<file path="config.mk">
export PLATFORM = sky130hd
export DESIGN_NAME = unique_masked_pattern_scanner_flat
export DESIGN_NICKNAME = d
export VERILOG_FILES = /design/src/rtl/umps_pkg.sv /design/src/rtl/umps_if.sv /design/src/rtl/umps_window_match.sv /design/src/rtl/unique_masked_pattern_scanner.sv /design/src/flat_wrapper.sv
export SDC_FILE = /design/constraint.sdc
export NUM_CORES = 2
export LEC_CHECK = 0
export BUFFER_PORTS_ARGS = -buffer_cell sky130_fd_sc_hd__buf_2
export CORE_ASPECT_RATIO = 0.5
export CORE_MARGIN = 2
export CORE_UTILIZATION = 35
export CTS_BUF_LIST = sky130_fd_sc_hd__clkbuf_4 sky130_fd_sc_hd__clkbuf_8 sky130_fd_sc_hd__clkbuf_16
export DETAILED_ROUTE_END_ITERATION = 10
export REMOVE_ABC_BUFFERS = 1
export SYNTH_ARGS = -nofsm -noshare
export SYNTH_HDL_FRONTEND = slang
export SYNTH_HIERARCHICAL = 1
export SYNTH_SLANG_ARGS = --single-unit
</file>
<file path="constraint.sdc">
create_clock -name i_clk -period 8.8 [get_ports i_clk]
set_clock_uncertainty 0.1 [all_clocks]
set_input_delay 0.44 -clock i_clk [delete_from_list [all_inputs] [get_ports i_clk]]
set_output_delay 0.44 -clock i_clk [all_outputs]
set_load 0.05 [all_outputs]
</file>
<file path="src/rtl/umps_pkg.sv">
// Shared types and constants for the masked pattern scanner.
// No dependencies; every other file imports this package.
package umps_pkg;

    localparam int MAX_PATTERN      = 16;
    localparam int SEGMENT_TAG_BITS = 3;

    localparam int IDX_W  = $clog2(MAX_PATTERN);
    localparam int LEN_W  = $clog2(MAX_PATTERN + 1);
    localparam int WORD_W = 32;
    localparam int WS_W   = 31;
    localparam int TAG_W  = 3;
    localparam int CNT_W  = 2;

    // APB: two 32-bit registers at byte offsets 0 and 4
    localparam int NUM_REGS = 2;
    localparam int PADDR_W  = $clog2(NUM_REGS) + 2;
    localparam int REG_IDX_W = PADDR_W - 2;

    localparam logic [REG_IDX_W-1:0] REG_PATTERN_LENGTH = REG_IDX_W'(0);
    localparam logic [REG_IDX_W-1:0] REG_START_ADDRESS  = REG_IDX_W'(1);

    localparam logic CMD_LOAD = 1'b0;
    localparam logic CMD_WORD = 1'b1;

    localparam logic [CNT_W-1:0] HITS_SAT = CNT_W'(2);

    // one past the highest byte address
    localparam logic [WORD_W+1:0] ADDR_END_MAX = (WORD_W+2)'(1) << WORD_W;

    typedef logic [WORD_W-1:0]           t_word;
    typedef logic [SEGMENT_TAG_BITS-1:0] t_tag;

    typedef enum logic [1:0] {
        ST_UNIQUE  = 2'd0,
        ST_NONE    = 2'd1,
        ST_MULTI   = 2'd2,
        ST_INVALID = 2'd3
    } t_status;

    typedef struct packed {
        logic             cmd;
        logic [IDX_W-1:0] entry_index;
        t_word            pattern_word;
        t_word            pattern_mask;
        t_word            data_word;
        logic             word_mapped;
        logic [TAG_W-1:0] segment_tag;
        logic             last;
    } t_scan_req;

endpackage

</file>
<file path="src/rtl/umps_if.sv">
// Valid/ready channel interfaces for scanner requests and results.
// Depends on umps_pkg.
interface umps_in_if import umps_pkg::*; ();
    logic             valid;
    logic             ready;
    logic             cmd;
    logic [IDX_W-1:0] entry_index;
    t_word            pattern_word;
    t_word            pattern_mask;
    t_word            data_word;
    logic             word_mapped;
    logic [TAG_W-1:0] segment_tag;
    logic             last;

    modport source (
        output valid, cmd, entry_index, pattern_word, pattern_mask,
               data_word, word_mapped, segment_tag, last,
        input  ready
    );
    modport sink (
        input  valid, cmd, entry_index, pattern_word, pattern_mask,
               data_word, word_mapped, segment_tag, last,
        output ready
    );
endinterface

interface umps_out_if import umps_pkg::*; ();
    logic             valid;
    logic             ready;
    t_status          status;
    t_word            match_address;
    logic [CNT_W-1:0] hit_total;

    modport source (output valid, status, match_address, hit_total, input ready);
    modport sink   (input valid, status, match_address, hit_total, output ready);
endinterface

</file>
<file path="src/rtl/umps_window_match.sv">
// Parallel masked compare of the sliding window against the pattern.
// Depends on umps_pkg. Purely combinational.
module umps_window_match import umps_pkg::*; (
    input  logic [LEN_W-1:0] i_len,
    input  t_word            i_win_word   [MAX_PATTERN],
    input  logic             i_win_mapped [MAX_PATTERN],
    input  t_tag             i_win_tag    [MAX_PATTERN],
    input  t_word            i_pat_word   [MAX_PATTERN],
    input  t_word            i_pat_mask   [MAX_PATTERN],
    output logic             o_match
);

    logic [MAX_PATTERN-1:0] lane_ok;
    logic [MAX_PATTERN-1:0] word_ok;

    for (genvar g = 0; g < MAX_PATTERN; g++) begin : g_lane
        logic             in_use;
        logic [LEN_W-1:0] pos;
        logic [IDX_W-1:0] sel;

        assign in_use = LEN_W'(g) < i_len;

        // window slot g: mapped and same segment as the newest word
        assign lane_ok[g] = !in_use ||
                            (i_win_mapped[g] && (i_win_tag[g] == i_win_tag[0]));

        // pattern entry g lines up with the word len-1-g steps back
        assign pos = i_len - LEN_W'(1) - LEN_W'(g);
        assign sel = pos[IDX_W-1:0];
        assign word_ok[g] = !in_use ||
                            (((i_win_word[sel] ^ i_pat_word[g]) & i_pat_mask[g]) == '0);
    end

    assign o_match = (&lane_ok) && (&word_ok);

endmodule

</file>
<file path="src/rtl/unique_masked_pattern_scanner.sv">
// Masked signature scanner top level: APB registers, request stage,
// window shift line, hit tracking and result register.
// Depends on umps_pkg, umps_if and umps_window_match.

// Throughput is one request per cycle, loads and memory words alike, unless
// the input side stalls. A request is captured in an input register; from
// there a memory word is shifted into the 16-deep window, the masked compare
// of all pattern positions runs in parallel and the hit count is updated, and
// a scan's final word loads the result register. The input side stalls only
// when a final word meets a result that has not been taken yet. The user is
// bound to write pattern_length and start_address over APB only between
// requests; the block itself does not enforce this. Pattern entries are loaded
// through the request channel and must be loaded before a scan uses them.
module unique_masked_pattern_scanner import umps_pkg::*; (
    input  logic               i_clk,
    input  logic               i_rst_n,
    input  logic               psel,
    input  logic               penable,
    input  logic               pwrite,
    input  logic [PADDR_W-1:0] paddr,
    input  logic [31:0]        pwdata,
    output logic [31:0]        prdata,
    output logic               pready,
    umps_in_if.sink            i_in,
    umps_out_if.source         o_out
);

    // configuration
    logic [LEN_W-1:0]     r_len;
    t_word                r_start;
    logic [REG_IDX_W-1:0] reg_idx;
    logic                 cfg_wr;

    // request stage
    logic      r_req_valid;
    t_scan_req r_req;
    logic      adv;

    // scan state
    t_word            r_pat_word [MAX_PATTERN];
    t_word            r_pat_mask [MAX_PATTERN];
    t_word            r_win_word   [MAX_PATTERN];
    logic             r_win_mapped [MAX_PATTERN];
    t_tag             r_win_tag    [MAX_PATTERN];
    t_word            n_win_word   [MAX_PATTERN];
    logic             n_win_mapped [MAX_PATTERN];
    t_tag             n_win_tag    [MAX_PATTERN];
    logic [WS_W-1:0]  r_ws, n_ws;
    logic [CNT_W-1:0] r_hits, n_hits;
    t_word            r_first, n_first;

    // result register
    logic             r_out_valid;
    t_status          r_status, n_status;
    t_word            r_addr, n_addr;
    logic [CNT_W-1:0] r_hit_total;

    logic             len_ok;
    logic             enough;
    logic [WORD_W+1:0] end_addr;
    t_word            base;
    logic             win_match;
    logic             hit;
    logic             is_word;
    logic             is_final;

    // ---------------- APB ----------------
    assign reg_idx = paddr[PADDR_W-1:2];
    assign cfg_wr  = psel && penable && pwrite;
    assign pready  = 1'b1;

    always_comb begin
        unique case (reg_idx)
            REG_PATTERN_LENGTH: prdata = 32'(r_len);
            REG_START_ADDRESS:  prdata = r_start;
            default:            prdata = '0;
        endcase
    end

    always_ff @(posedge i_clk) begin
        if (!i_rst_n) begin
            r_len   <= '0;
            r_start <= '0;
        end else if (cfg_wr) begin
            if (reg_idx == REG_PATTERN_LENGTH) begin
                r_len <= pwdata[LEN_W-1:0];
            end
            if (reg_idx == REG_START_ADDRESS) begin
                r_start <= pwdata;
            end
        end
    end

    // ---------------- request stage ----------------
    assign is_word  = r_req.cmd == CMD_WORD;
    assign is_final = is_word && r_req.last;
    assign adv = r_req_valid && (!is_final || !r_out_valid || o_out.ready);
    assign i_in.ready = !r_req_valid || adv;

    always_ff @(posedge i_clk) begin
        if (!i_rst_n) begin
            r_req_valid <= 1'b0;
        end else if (i_in.ready) begin
            r_req_valid <= i_in.valid;
        end
    end

    always_ff @(posedge i_clk) begin
        if (i_in.valid && i_in.ready) begin
            r_req.cmd          <= i_in.cmd;
            r_req.entry_index  <= i_in.entry_index;
            r_req.pattern_word <= i_in.pattern_word;
            r_req.pattern_mask <= i_in.pattern_mask;
            r_req.data_word    <= i_in.data_word;
            r_req.word_mapped  <= i_in.word_mapped;
            r_req.segment_tag  <= i_in.segment_tag;
            r_req.last         <= i_in.last;
        end
    end

    // pattern store, no reset: an unwritten entry only affects a scan whose pattern length covers it
    always_ff @(posedge i_clk) begin
        if (adv && !is_word) begin
            r_pat_word[r_req.entry_index] <= r_req.pattern_word;
            r_pat_mask[r_req.entry_index] <= r_req.pattern_mask;
        end
    end

    // ---------------- window compare ----------------
    always_comb begin
        n_win_word[0]   = r_req.data_word;
        n_win_mapped[0] = r_req.word_mapped;
        n_win_tag[0]    = r_req.segment_tag[SEGMENT_TAG_BITS-1:0];
        for (int k = 1; k < MAX_PATTERN; k++) begin
            n_win_word[k]   = r_win_word[k-1];
            n_win_mapped[k] = r_win_mapped[k-1];
            n_win_tag[k]    = r_win_tag[k-1];
        end
    end

    assign n_ws = (r_ws == '1) ? r_ws : r_ws + WS_W'(1);

    umps_window_match u_match (
        .i_len        (r_len),
        .i_win_word   (n_win_word),
        .i_win_mapped (n_win_mapped),
        .i_win_tag    (n_win_tag),
        .i_pat_word   (r_pat_word),
        .i_pat_mask   (r_pat_mask),
        .o_match      (win_match)
    );

    assign len_ok = (r_len != '0) && (r_len <= LEN_W'(MAX_PATTERN));
    assign enough = n_ws >= WS_W'(r_len);

    // end of window in bytes = start + 4*words_seen; must not pass the top
    assign end_addr = {2'b00, r_start} + {1'b0, n_ws, 2'b00};
    assign base     = end_addr[WORD_W-1:0] - WORD_W'({r_len, 2'b00});
    assign hit      = len_ok && enough && (end_addr <= ADDR_END_MAX) && win_match;

    always_comb begin
        n_hits  = r_hits;
        n_first = r_first;
        if (hit) begin
            if (r_hits == '0) begin
                n_first = base;
            end
            if (r_hits != HITS_SAT) begin
                n_hits = r_hits + CNT_W'(1);
            end
        end
    end

    always_comb begin
        n_addr = '0;
        priority if (!len_ok || !enough) begin
            n_status = ST_INVALID;
        end else if (n_hits == CNT_W'(1)) begin
            n_status = ST_UNIQUE;
            n_addr   = n_first;
        end else if (n_hits == '0) begin
            n_status = ST_NONE;
        end else begin
            n_status = ST_MULTI;
        end
    end

    always_ff @(posedge i_clk) begin
        if (!i_rst_n) begin
            r_ws    <= '0;
            r_hits  <= '0;
            r_first <= '0;
            for (int k = 0; k < MAX_PATTERN; k++) begin
                r_win_word[k]   <= '0;
                r_win_mapped[k] <= 1'b0;
                r_win_tag[k]    <= '0;
            end
        end else if (adv && is_word) begin
            if (r_req.last) begin
                r_ws    <= '0;
                r_hits  <= '0;
                r_first <= '0;
                for (int k = 0; k < MAX_PATTERN; k++) begin
                    r_win_word[k]   <= '0;
                    r_win_mapped[k] <= 1'b0;
                    r_win_tag[k]    <= '0;
                end
            end else begin
                r_ws    <= n_ws;
                r_hits  <= n_hits;
                r_first <= n_first;
                for (int k = 0; k < MAX_PATTERN; k++) begin
                    r_win_word[k]   <= n_win_word[k];
                    r_win_mapped[k] <= n_win_mapped[k];
                    r_win_tag[k]    <= n_win_tag[k];
                end
            end
        end
    end

    // ---------------- result register ----------------
    always_ff @(posedge i_clk) begin
        if (!i_rst_n) begin
            r_out_valid <= 1'b0;
        end else if (adv && is_final) begin
            r_out_valid <= 1'b1;
        end else if (o_out.ready) begin
            r_out_valid <= 1'b0;
        end
    end

    always_ff @(posedge i_clk) begin
        if (adv && is_final) begin
            r_status    <= n_status;
            r_addr      <= n_addr;
            r_hit_total <= n_hits;
        end
    end

    assign o_out.valid         = r_out_valid;
    assign o_out.status        = r_status;
    assign o_out.match_address = r_addr;
    assign o_out.hit_total     = r_hit_total;

endmodule

</file>
<file path="src/flat_wrapper.sv">
// flat-port wrapper written by rule: the top's interface ports become plain ports
module unique_masked_pattern_scanner_flat import umps_pkg::*;
  (i_clk, i_rst_n, psel, penable, pwrite, paddr, pwdata, prdata, pready, i_in_valid, i_in_cmd, i_in_entry_index, i_in_pattern_word, i_in_pattern_mask, i_in_data_word, i_in_word_mapped, i_in_segment_tag, i_in_last, i_in_ready, o_out_valid, o_out_status, o_out_match_address, o_out_hit_total, o_out_ready);
  umps_in_if i_in_i ();
  umps_out_if o_out_i ();
  input  logic i_clk;
  input  logic i_rst_n;
  input  logic psel;
  input  logic penable;
  input  logic pwrite;
  input  logic [PADDR_W-1:0] paddr;
  input  logic [31:0] pwdata;
  output logic [31:0] prdata;
  output logic pready;
  input wire logic [$bits(i_in_i.valid)-1:0] i_in_valid;
  input wire logic [$bits(i_in_i.cmd)-1:0] i_in_cmd;
  input wire logic [$bits(i_in_i.entry_index)-1:0] i_in_entry_index;
  input wire logic [$bits(i_in_i.pattern_word)-1:0] i_in_pattern_word;
  input wire logic [$bits(i_in_i.pattern_mask)-1:0] i_in_pattern_mask;
  input wire logic [$bits(i_in_i.data_word)-1:0] i_in_data_word;
  input wire logic [$bits(i_in_i.word_mapped)-1:0] i_in_word_mapped;
  input wire logic [$bits(i_in_i.segment_tag)-1:0] i_in_segment_tag;
  input wire logic [$bits(i_in_i.last)-1:0] i_in_last;
  output wire logic [$bits(i_in_i.ready)-1:0] i_in_ready;
  output wire logic [$bits(o_out_i.valid)-1:0] o_out_valid;
  output wire logic [$bits(o_out_i.status)-1:0] o_out_status;
  output wire logic [$bits(o_out_i.match_address)-1:0] o_out_match_address;
  output wire logic [$bits(o_out_i.hit_total)-1:0] o_out_hit_total;
  input wire logic [$bits(o_out_i.ready)-1:0] o_out_ready;
  assign i_in_i.valid = i_in_valid;
  assign i_in_i.cmd = i_in_cmd;
  assign i_in_i.entry_index = i_in_entry_index;
  assign i_in_i.pattern_word = i_in_pattern_word;
  assign i_in_i.pattern_mask = i_in_pattern_mask;
  assign i_in_i.data_word = i_in_data_word;
  assign i_in_i.word_mapped = i_in_word_mapped;
  assign i_in_i.segment_tag = i_in_segment_tag;
  assign i_in_i.last = i_in_last;
  assign i_in_ready = i_in_i.ready;
  assign o_out_valid = o_out_i.valid;
  assign o_out_status = o_out_i.status;
  assign o_out_match_address = o_out_i.match_address;
  assign o_out_hit_total = o_out_i.hit_total;
  assign o_out_i.ready = o_out_ready;
  unique_masked_pattern_scanner u_core (.i_clk(i_clk), .i_rst_n(i_rst_n), .psel(psel), .penable(penable), .pwrite(pwrite), .paddr(paddr), .pwdata(pwdata), .prdata(prdata), .pready(pready), .i_in(i_in_i), .o_out(o_out_i));
endmodule
</file>
After elaboration in Yosys (flattened, before gate mapping)
Memories as Yosys holds them, arrays and structs flattened.
Index checks and enable logic that the tools add are counted.
Widths: inputs -> output; s select.
- $add $sub $neg: 20
- order comparisons: 37
- eq/ne operators: 18
- multiplexer cells: 170
- bitwise gates (word level): 147
- reduce and logical (&&, ||, !) cells: 112
- operators with widths (kind ; count):
    $mux 32 ; 68
    $bmux 32 s4 ; 16
    $bwmux 512 ; 2
    $and 32x32->32 ; 16
    $logic_not 32->1 ; 16
    $xor 32x32->32 ; 16
    $demux 32 s4 ; 1
    $mux 3 ; 32
    $or 1x1->1 ; 96
    $ge 5x5->1 const B ; 17
    $not 4->5 ; 17
    $pmux 32 s2 ; 1
    $mux 31 ; 2
    $eq 3x3->1 ; 15
    $mux 1 ; 43
    $lt 4x5->1 const A ; 8
    $logic_or 1x1->1 ; 36
    $add 32x33->34 ; 1
    $le 34x33->1 const B ; 1
    $reduce_and 16->1 ; 2
    $sub 32x7->32 ; 1
    $sub 4x4->4 const B ; 8
    $add 31x1->31 const B ; 1
    $eq 31x31->1 const B ; 1
    other kinds (21) ; 87
- flip-flop bits (word level): 1270
- bits in writable memories: 576
- input port bits: 148
- output and inout port bits: 71
- logic and storage cells: 557
- memories: 3
- memories (memory ; words ; bits a word ; rd ports ; clocked after Yosys merged registers in ; wr ports ; line ; source):
    u_core.r_win_word ; 16 ; 32 ; 15 ; 0 ; 16 ; unique_masked_pattern_scanner.sv:42 ; t_word r_win_word [MAX_PATTERN];
    u_core.r_win_tag ; 16 ; 3 ; 15 ; 0 ; 16 ; unique_masked_pattern_scanner.sv:44 ; t_tag r_win_tag [MAX_PATTERN];
    u_core.r_win_mapped ; 16 ; 1 ; 15 ; 0 ; 16 ; unique_masked_pattern_scanner.sv:43 ; logic r_win_mapped [MAX_PATTERN];

Longest topological paths before layout
- depth after elaboration: 17
- mapped depth: 38
- depth with buffers taken out: 22

Cells and area by module
The synthesis kept the hierarchy.
- modules (own cells, without submodules) (module ; instances ; cells each ; area each (µm²) ; seq. area each (µm²)):
    unique_masked_pattern_scanner ; 1 ; 3454 ; 63329.5 ; 52940.8
    umps_window_match ; 1 ; 4181 ; 34692.0 ; 0.0

Worst setup path before layout
Ideal clock, no wire load.
- path kind: register -> register
- from: register u_core.r_len[0]
- to: register u_core.r_addr[0], in the netlist u_core/o_out.match_address[0], data pin
- library setup time: 257 ps
- arrival time: 7170 ps
- data required time: 8443 ps
- setup slack: 1273 ps
- stages on the path, launching flop included: 32
- path buffers: 14
- clock period less this slack: 7527 ps
- path through: dfxtp_1 buf_2 inv_1 buf_2 buf_2 buf_2 buf_2 buf_2 buf_2 ha_1 buf_6 buf_6 buf_6 buf_4 xnor2_1 clkbuf_1 buf_2 mux4_2 xor2_1 a221oi_1 nand4_1 nor3_1 o21ai_0 a22oi_1 and3_1 or4b_1 mux2i_1 a31oi_4 and3_1 o21ai_2 buf_2 nor2_1
- cells in the longest elaborated chain, start to end: 17
- elaborated cells between the ends (all ways): 210
- those cells by class: add/sub: 16; order compare: 18; eq/ne: 1; mux: 50; bitwise: 49; reduce/logical: 76
- ends and longest elaborated chain (element ; line ; source):
    start, declared ; unique_masked_pattern_scanner.sv:29 ; logic [LEN_W-1:0] r_len;
    start signal, assigned ; unique_masked_pattern_scanner.sv:86 ; r_len <= pwdata[LEN_W-1:0];
    $sub 4x1->4 ; umps_window_match.sv:28 ; assign pos = i_len - LEN_W'(1) - LEN_W'(g);
    $sub 4x1->4 (tied with other cells) ; umps_window_match.sv:28 ;
    $not 4->5 (not written as such) ; umps_window_match.sv:31 ; (((i_win_word[sel] ^ i_pat_word[g]) & i_pat_mask[g]) == '0);
    $bmux 32 s4 ; umps_window_match.sv:31 ;
    $mux 32 (not written as such) (2 in a row) ; umps_window_match.sv:31 ;
    $xor 32x32->32 ; umps_window_match.sv:31 ;
    $and 32x32->32 ; umps_window_match.sv:31 ;
    $logic_not 32->1 ; umps_window_match.sv:31 ;
    $logic_or 1x1->1 ; umps_window_match.sv:30 ; assign word_ok[g] = !in_use ||
    $reduce_and 16->1 ; umps_window_match.sv:34 ; assign o_match = (&lane_ok) && (&word_ok);
    $logic_and 1x1->1 (*) ; umps_window_match.sv:34 ;
    named net u_core.win_match ; unique_masked_pattern_scanner.sv:62 ; logic win_match;
    $logic_and 1x1->1 (*) ; unique_masked_pattern_scanner.sv:159 ; assign hit = len_ok && enough && (end_addr <= ADDR_END_MAX) && win_match;
    $mux 2 ; unique_masked_pattern_scanner.sv:164 ; if (hit) begin
    $eq 2x1->1 ; unique_masked_pattern_scanner.sv:178 ; end else if (n_hits == CNT_W'(1)) begin
    $not 1->1 (no line) ; - ;
    $reduce_or 2->1 (no line) ; - ;
    end signal, assigned ; unique_masked_pattern_scanner.sv:235 ; r_addr <= n_addr;
    end, declared ; unique_masked_pattern_scanner.sv:55 ; t_word r_addr, n_addr;
The timed path passes the listed nets; every way through them passes the cells marked *. The select of a mux whose other input is x is not followed.
A chain may end at the register's enable or synchronous reset.

Final worst setup path
- from: register u_core.r_len[0]
- to: register u_core.r_addr[28], in the netlist u_core/o_out.match_address[28], data pin
Same word-level chain as after synthesis.

==> summary.md <==
| Metric | Value |
|---|---|
| Largest net degree at the start of global routing | `190` |
| ANT nets after route | `0` |
| Grt ovf | `0` |
| Final slew viol count | `0` |
| Top cell type's share of synthesized area | `0.511` |
| Fraction of layout cells with a size suffix above 1 | `0.178` |
| CP Class | `reg -> reg` |
| WL final | `roughly 370 mm` |
| Layout Nets | `between 8k and 9k` |
| Drt drc | `0` |
| RSZ-0062 raised after global routing | `false` |
| Die width | `roughly 750 µm` |
| Core ar. | `approximately 280000 µm²` |
| #FFs+latches synth | `between 1.5k and 2k` |
| Vias | `approximately 70k` |
| First-pass GRT wire length | `~500 mm` |
| Sequential share of the synthesized area | `0.540` |
| Lkg Pwr | `39.7 nW` |
| CTS Buf Count | `around 190` |
| Final setup margin | `between 90 and 100 ps` |
| CTS tree | `built` |
| Worst Hold Class | `in -> reg` |
| Outcome | `finished, final reports clean` |
| Finished Cell Area | `112000 µm²` |
| Placed inst area | `between 100000 and 150000 µm²` |
| Most common cell after layout, fill and taps aside | `edfxtp_1` |
| Synth area leaders | `edfxtp_1 (51%), mux2i_1 (8.0%), mux4_2 (5.4%)` |
| Area leader, netlist | `edfxtp_1` |
| DR iter-0 viols | `10.1k` |
| Vias in the first global route | `63.2k` |
| Top FF cell, synth | `edfxtp_1` |
| Area of the die | `about 280000 µm²` |
| Crit-path max FO | `32` |
| Final Util | `0.400` |
| Clock root cell | `clkbuf_16` |
| # clock sinks | `roughly 1.8k` |
| Worst Path Arrival | `9170 ps` |
| Worst setup EP type | `flop` |
| Crit start category | `flop` |
| Hold Fails Final Rpt | `0` |
| Reg2Reg Setup Slack | `100 ps` |
| Avg WL per Cell | `slightly above 30 µm` |
| Clock Tree Buf Depth | `4` |
| Worst skew pair latency | `between 800 and 900 ps` |
| Min cycle time layout | `between 8000 and 9000 ps` |
| Die height | `approximately 380 µm` |
| Initial Utilization | `0.352` |
| Crit-path cells | `inv_8, ha_4, buf_4, nor2b_1, a211o_1, xnor2_4, buf_12, mux2i_1, xor2_1, a22oi_1, nand4_1, nor4_1, o22ai_1, nor4_1, and3_1, nand3_1, a2111oi_0, and4_1, a31oi_4, and3_1, o21ai_2, buf_12, a211oi_2` |
| Peak VDD IR | `~0.16 mV` |
| Warnings, synthesis | `6` |
| Slew margin rel. | `0.0895` |
| Cell Pwr Density | `slightly below 200 nW/µm²` |
| R2R cell count | `23` |
| Crit path capture | `u_core/o_out.match_address[28]$_SDFFCE_PP0P_` |
| Pre-CTS setup slack | `roughly 470 ps` |
| Final Instance Count excl. Fillers | `roughly 12k` |
| Area added between synthesis and finish | `13.9%` |
| Port bufs | `between 200 and 250` |
| Slowest stage delay, CP | `between 1000 and 1500 ps` |
| Overall global routing resource usage | `0.248` |
| Critical-path top delay cell | `nor4_1` |
| Critical path launch point | `u_core/r_len[0]$_SDFFE_PN0P_` |
| Post-Syn Area | `98000 µm²` |
| Worst Hold Launch | `i_rst_n` |
| Max Cap Viol | `0` |
| Syn Inst Count | `7635` |
| Setup tns final | `0 ps` |
| Reg2Reg Capture Point | `u_core/o_out.match_address[28]$_SDFFCE_PP0P_` |
| Synth async-reset ratio | `0` |
| Dpl cells | `roughly 11k` |
| DRT Pass-1 Iters | `8` |
| Worst flop-to-flop path startpoint | `u_core/r_len[0]$_SDFFE_PN0P_` |
| Setup violators final | `0` |
| Tcrit/Tclk final | `0.989` |
| Number of synthesized flops with an enable pin | `~1.7k` |
| Clock slew at reported path FFs | `70 ps` |
| Row cnt | `~140` |
| Post-synth cell types | `~110` |
| Req. time, crit path | `around 9000 ps` |
| Dpl hpwl | `between 200 and 300 mm` |
| Htree depth | `4` |
| Syn Area/Cell | `between 10 and 15 µm²` |
| Max Clk Rate | `0.115 GHz` |
| Most frequent cells in the layout | `edfxtp_1 (1669), mux2i_1 (786), and2_1 (564)` |
| Initial antenna violation count | `41` |
| Vias per std cell | `around 6.0` |
| Io pins | `approximately 220` |
| GP Congestion | `about 1.0` |
| Slew @ Worst Pin | `1360 ps` |
## worst min path at each step
stage | to | depth (start not counted)
after floorplan | u_core/r_first[17]$_SDFFE_PN0P_ | 1
after global placement | u_core/r_first[6]$_SDFFE_PN0P_ | 1
after detailed placement | u_core/r_first[18]$_SDFFE_PN0P_ | 1
after CTS | u_core/r_start[3]$_SDFFE_PN0P_ | 5
after global routing | u_core/n_win_word[481]$_DFFE_PP_ | 2
final | u_core/r_start[24]$_SDFFE_PN0P_ | 3
## cells by family (layout without fill, tap and decap cells)
family          Yosys count  in the layout  share of synthesized area
buf+inv                 551            995                     0.0273
compound gates         1042           1042                     0.0757
flops                  1810           1810                      0.540
other cells               1             12                  0.0000383
xor+xnor                674            674                     0.0616
simple gates           2173           2173                      0.117
fa+ha+maj                48             48                    0.00628
mux                    1336           1336                      0.172
## synth_stat cells, types with 19 or more instances
library cell and instances:
a211oi_1 45, a21boi_0 44, a21o_1 19, a21oi_1 230, a22o_1 51, a22oi_1 284
a31oi_1 29, and2_1 566, and3_1 28, and4_1 36, buf_1 42, buf_2 180
buf_4 52, buf_6 21, clkbuf_1 195, dfxtp_1 141, edfxtp_1 1669, ha_1 46
inv_1 56, mux2_2 303, mux2i_1 786, mux4_2 237, nand2_1 298, nand3_1 259
nand4_1 93, nor2_1 417, nor2b_1 54, nor3_1 223, nor3b_1 21, nor4_1 60
o211ai_1 37, o21ai_0 75, o221ai_1 21, o22ai_1 31, or3_1 33, xnor2_1 313
xor2_1 349
## where the power goes
part | internal [W] | leakage (nW) | switching [W] | total (W)
logic | 0.00116 | 19.6 | 0.00228 | 0.00344
registers | 0.00957 | 17.0 | 0.000211 | 0.00978
clock network | 0.00462 | 3.04 | 0.00362 | 0.00824
total | 0.0153 | 39.7 | 0.00611 | 0.0215
## cell type report
class / instances / area (µm²)
fill: 26200 / 167000
sequential: 1810 / 52900
multi-input combinational: 5274 / 42700
clock buffer: 237 / 5140
timing repair buffer: 607 / 4860
tap: 3753 / 4700
clock inverter: 93 / 957
inverter: 58 / 245
antenna: 11 / 27.5
## worst max-delay path, delay by kind of cell, from the launching register on
family	cells	cell delay, ps
adder cells (fa/ha/maj)	1	610
buffers and inverters	4	940
flip-flops	1	410
XOR/XNOR	2	960
AO/OA/AOI/OAI	7	2060
AND/OR/NAND/NOR	8	2930
multiplexers	1	270
## state kept, by name (all words and copies together) (netlist names)
name,flops
u_core/n_win_tag,3
u_core/n_win_mapped,1
u_core/is_word,1
u_core/r_win_tag,45
u_core/o_out.status,2
u_core/o_out.match_address,32
u_core/r_ws,31
u_core/r_req,69
u_core/r_len,5
u_core/r_win_word,480
u_core/o_out.valid,1
u_core/o_out.hit_total,2
u_core/r_pat_mask,512
u_core/r_hits,2
u_core/n_win_word,32
u_core/r_req_valid,1
u_core/r_pat_word,512
u_core/r_start,32
u_core/r_first,32
u_core/r_win_mapped,15
## stage by stage
step           hold slack [ps]  power, W
2_1_floorplan              326    0.0120
3_3_place_gp               340    0.0132
3_5_place_dp               341    0.0132
4_1_cts                    114    0.0214
5_1_grt                    151    0.0219
6_report                   160    0.0215
## repair_timing
item	CTS	global route
setup endpoints to repair	0	37
hold buffers	140	0
gates resized for setup	0	2
buffers inserted	0	1
endpoints found under the hold margin	155	0
## metal layers
layer	up-vias	routed length [µm]	track usage
met2	3937	158000	0.374
li1	29800	-	-
met5	-	130	0
met3	601	42000	0.0559
met1	36300	153000	0.353
met4	20	12800	0.0772
Power figures use the tool's default switching activity.
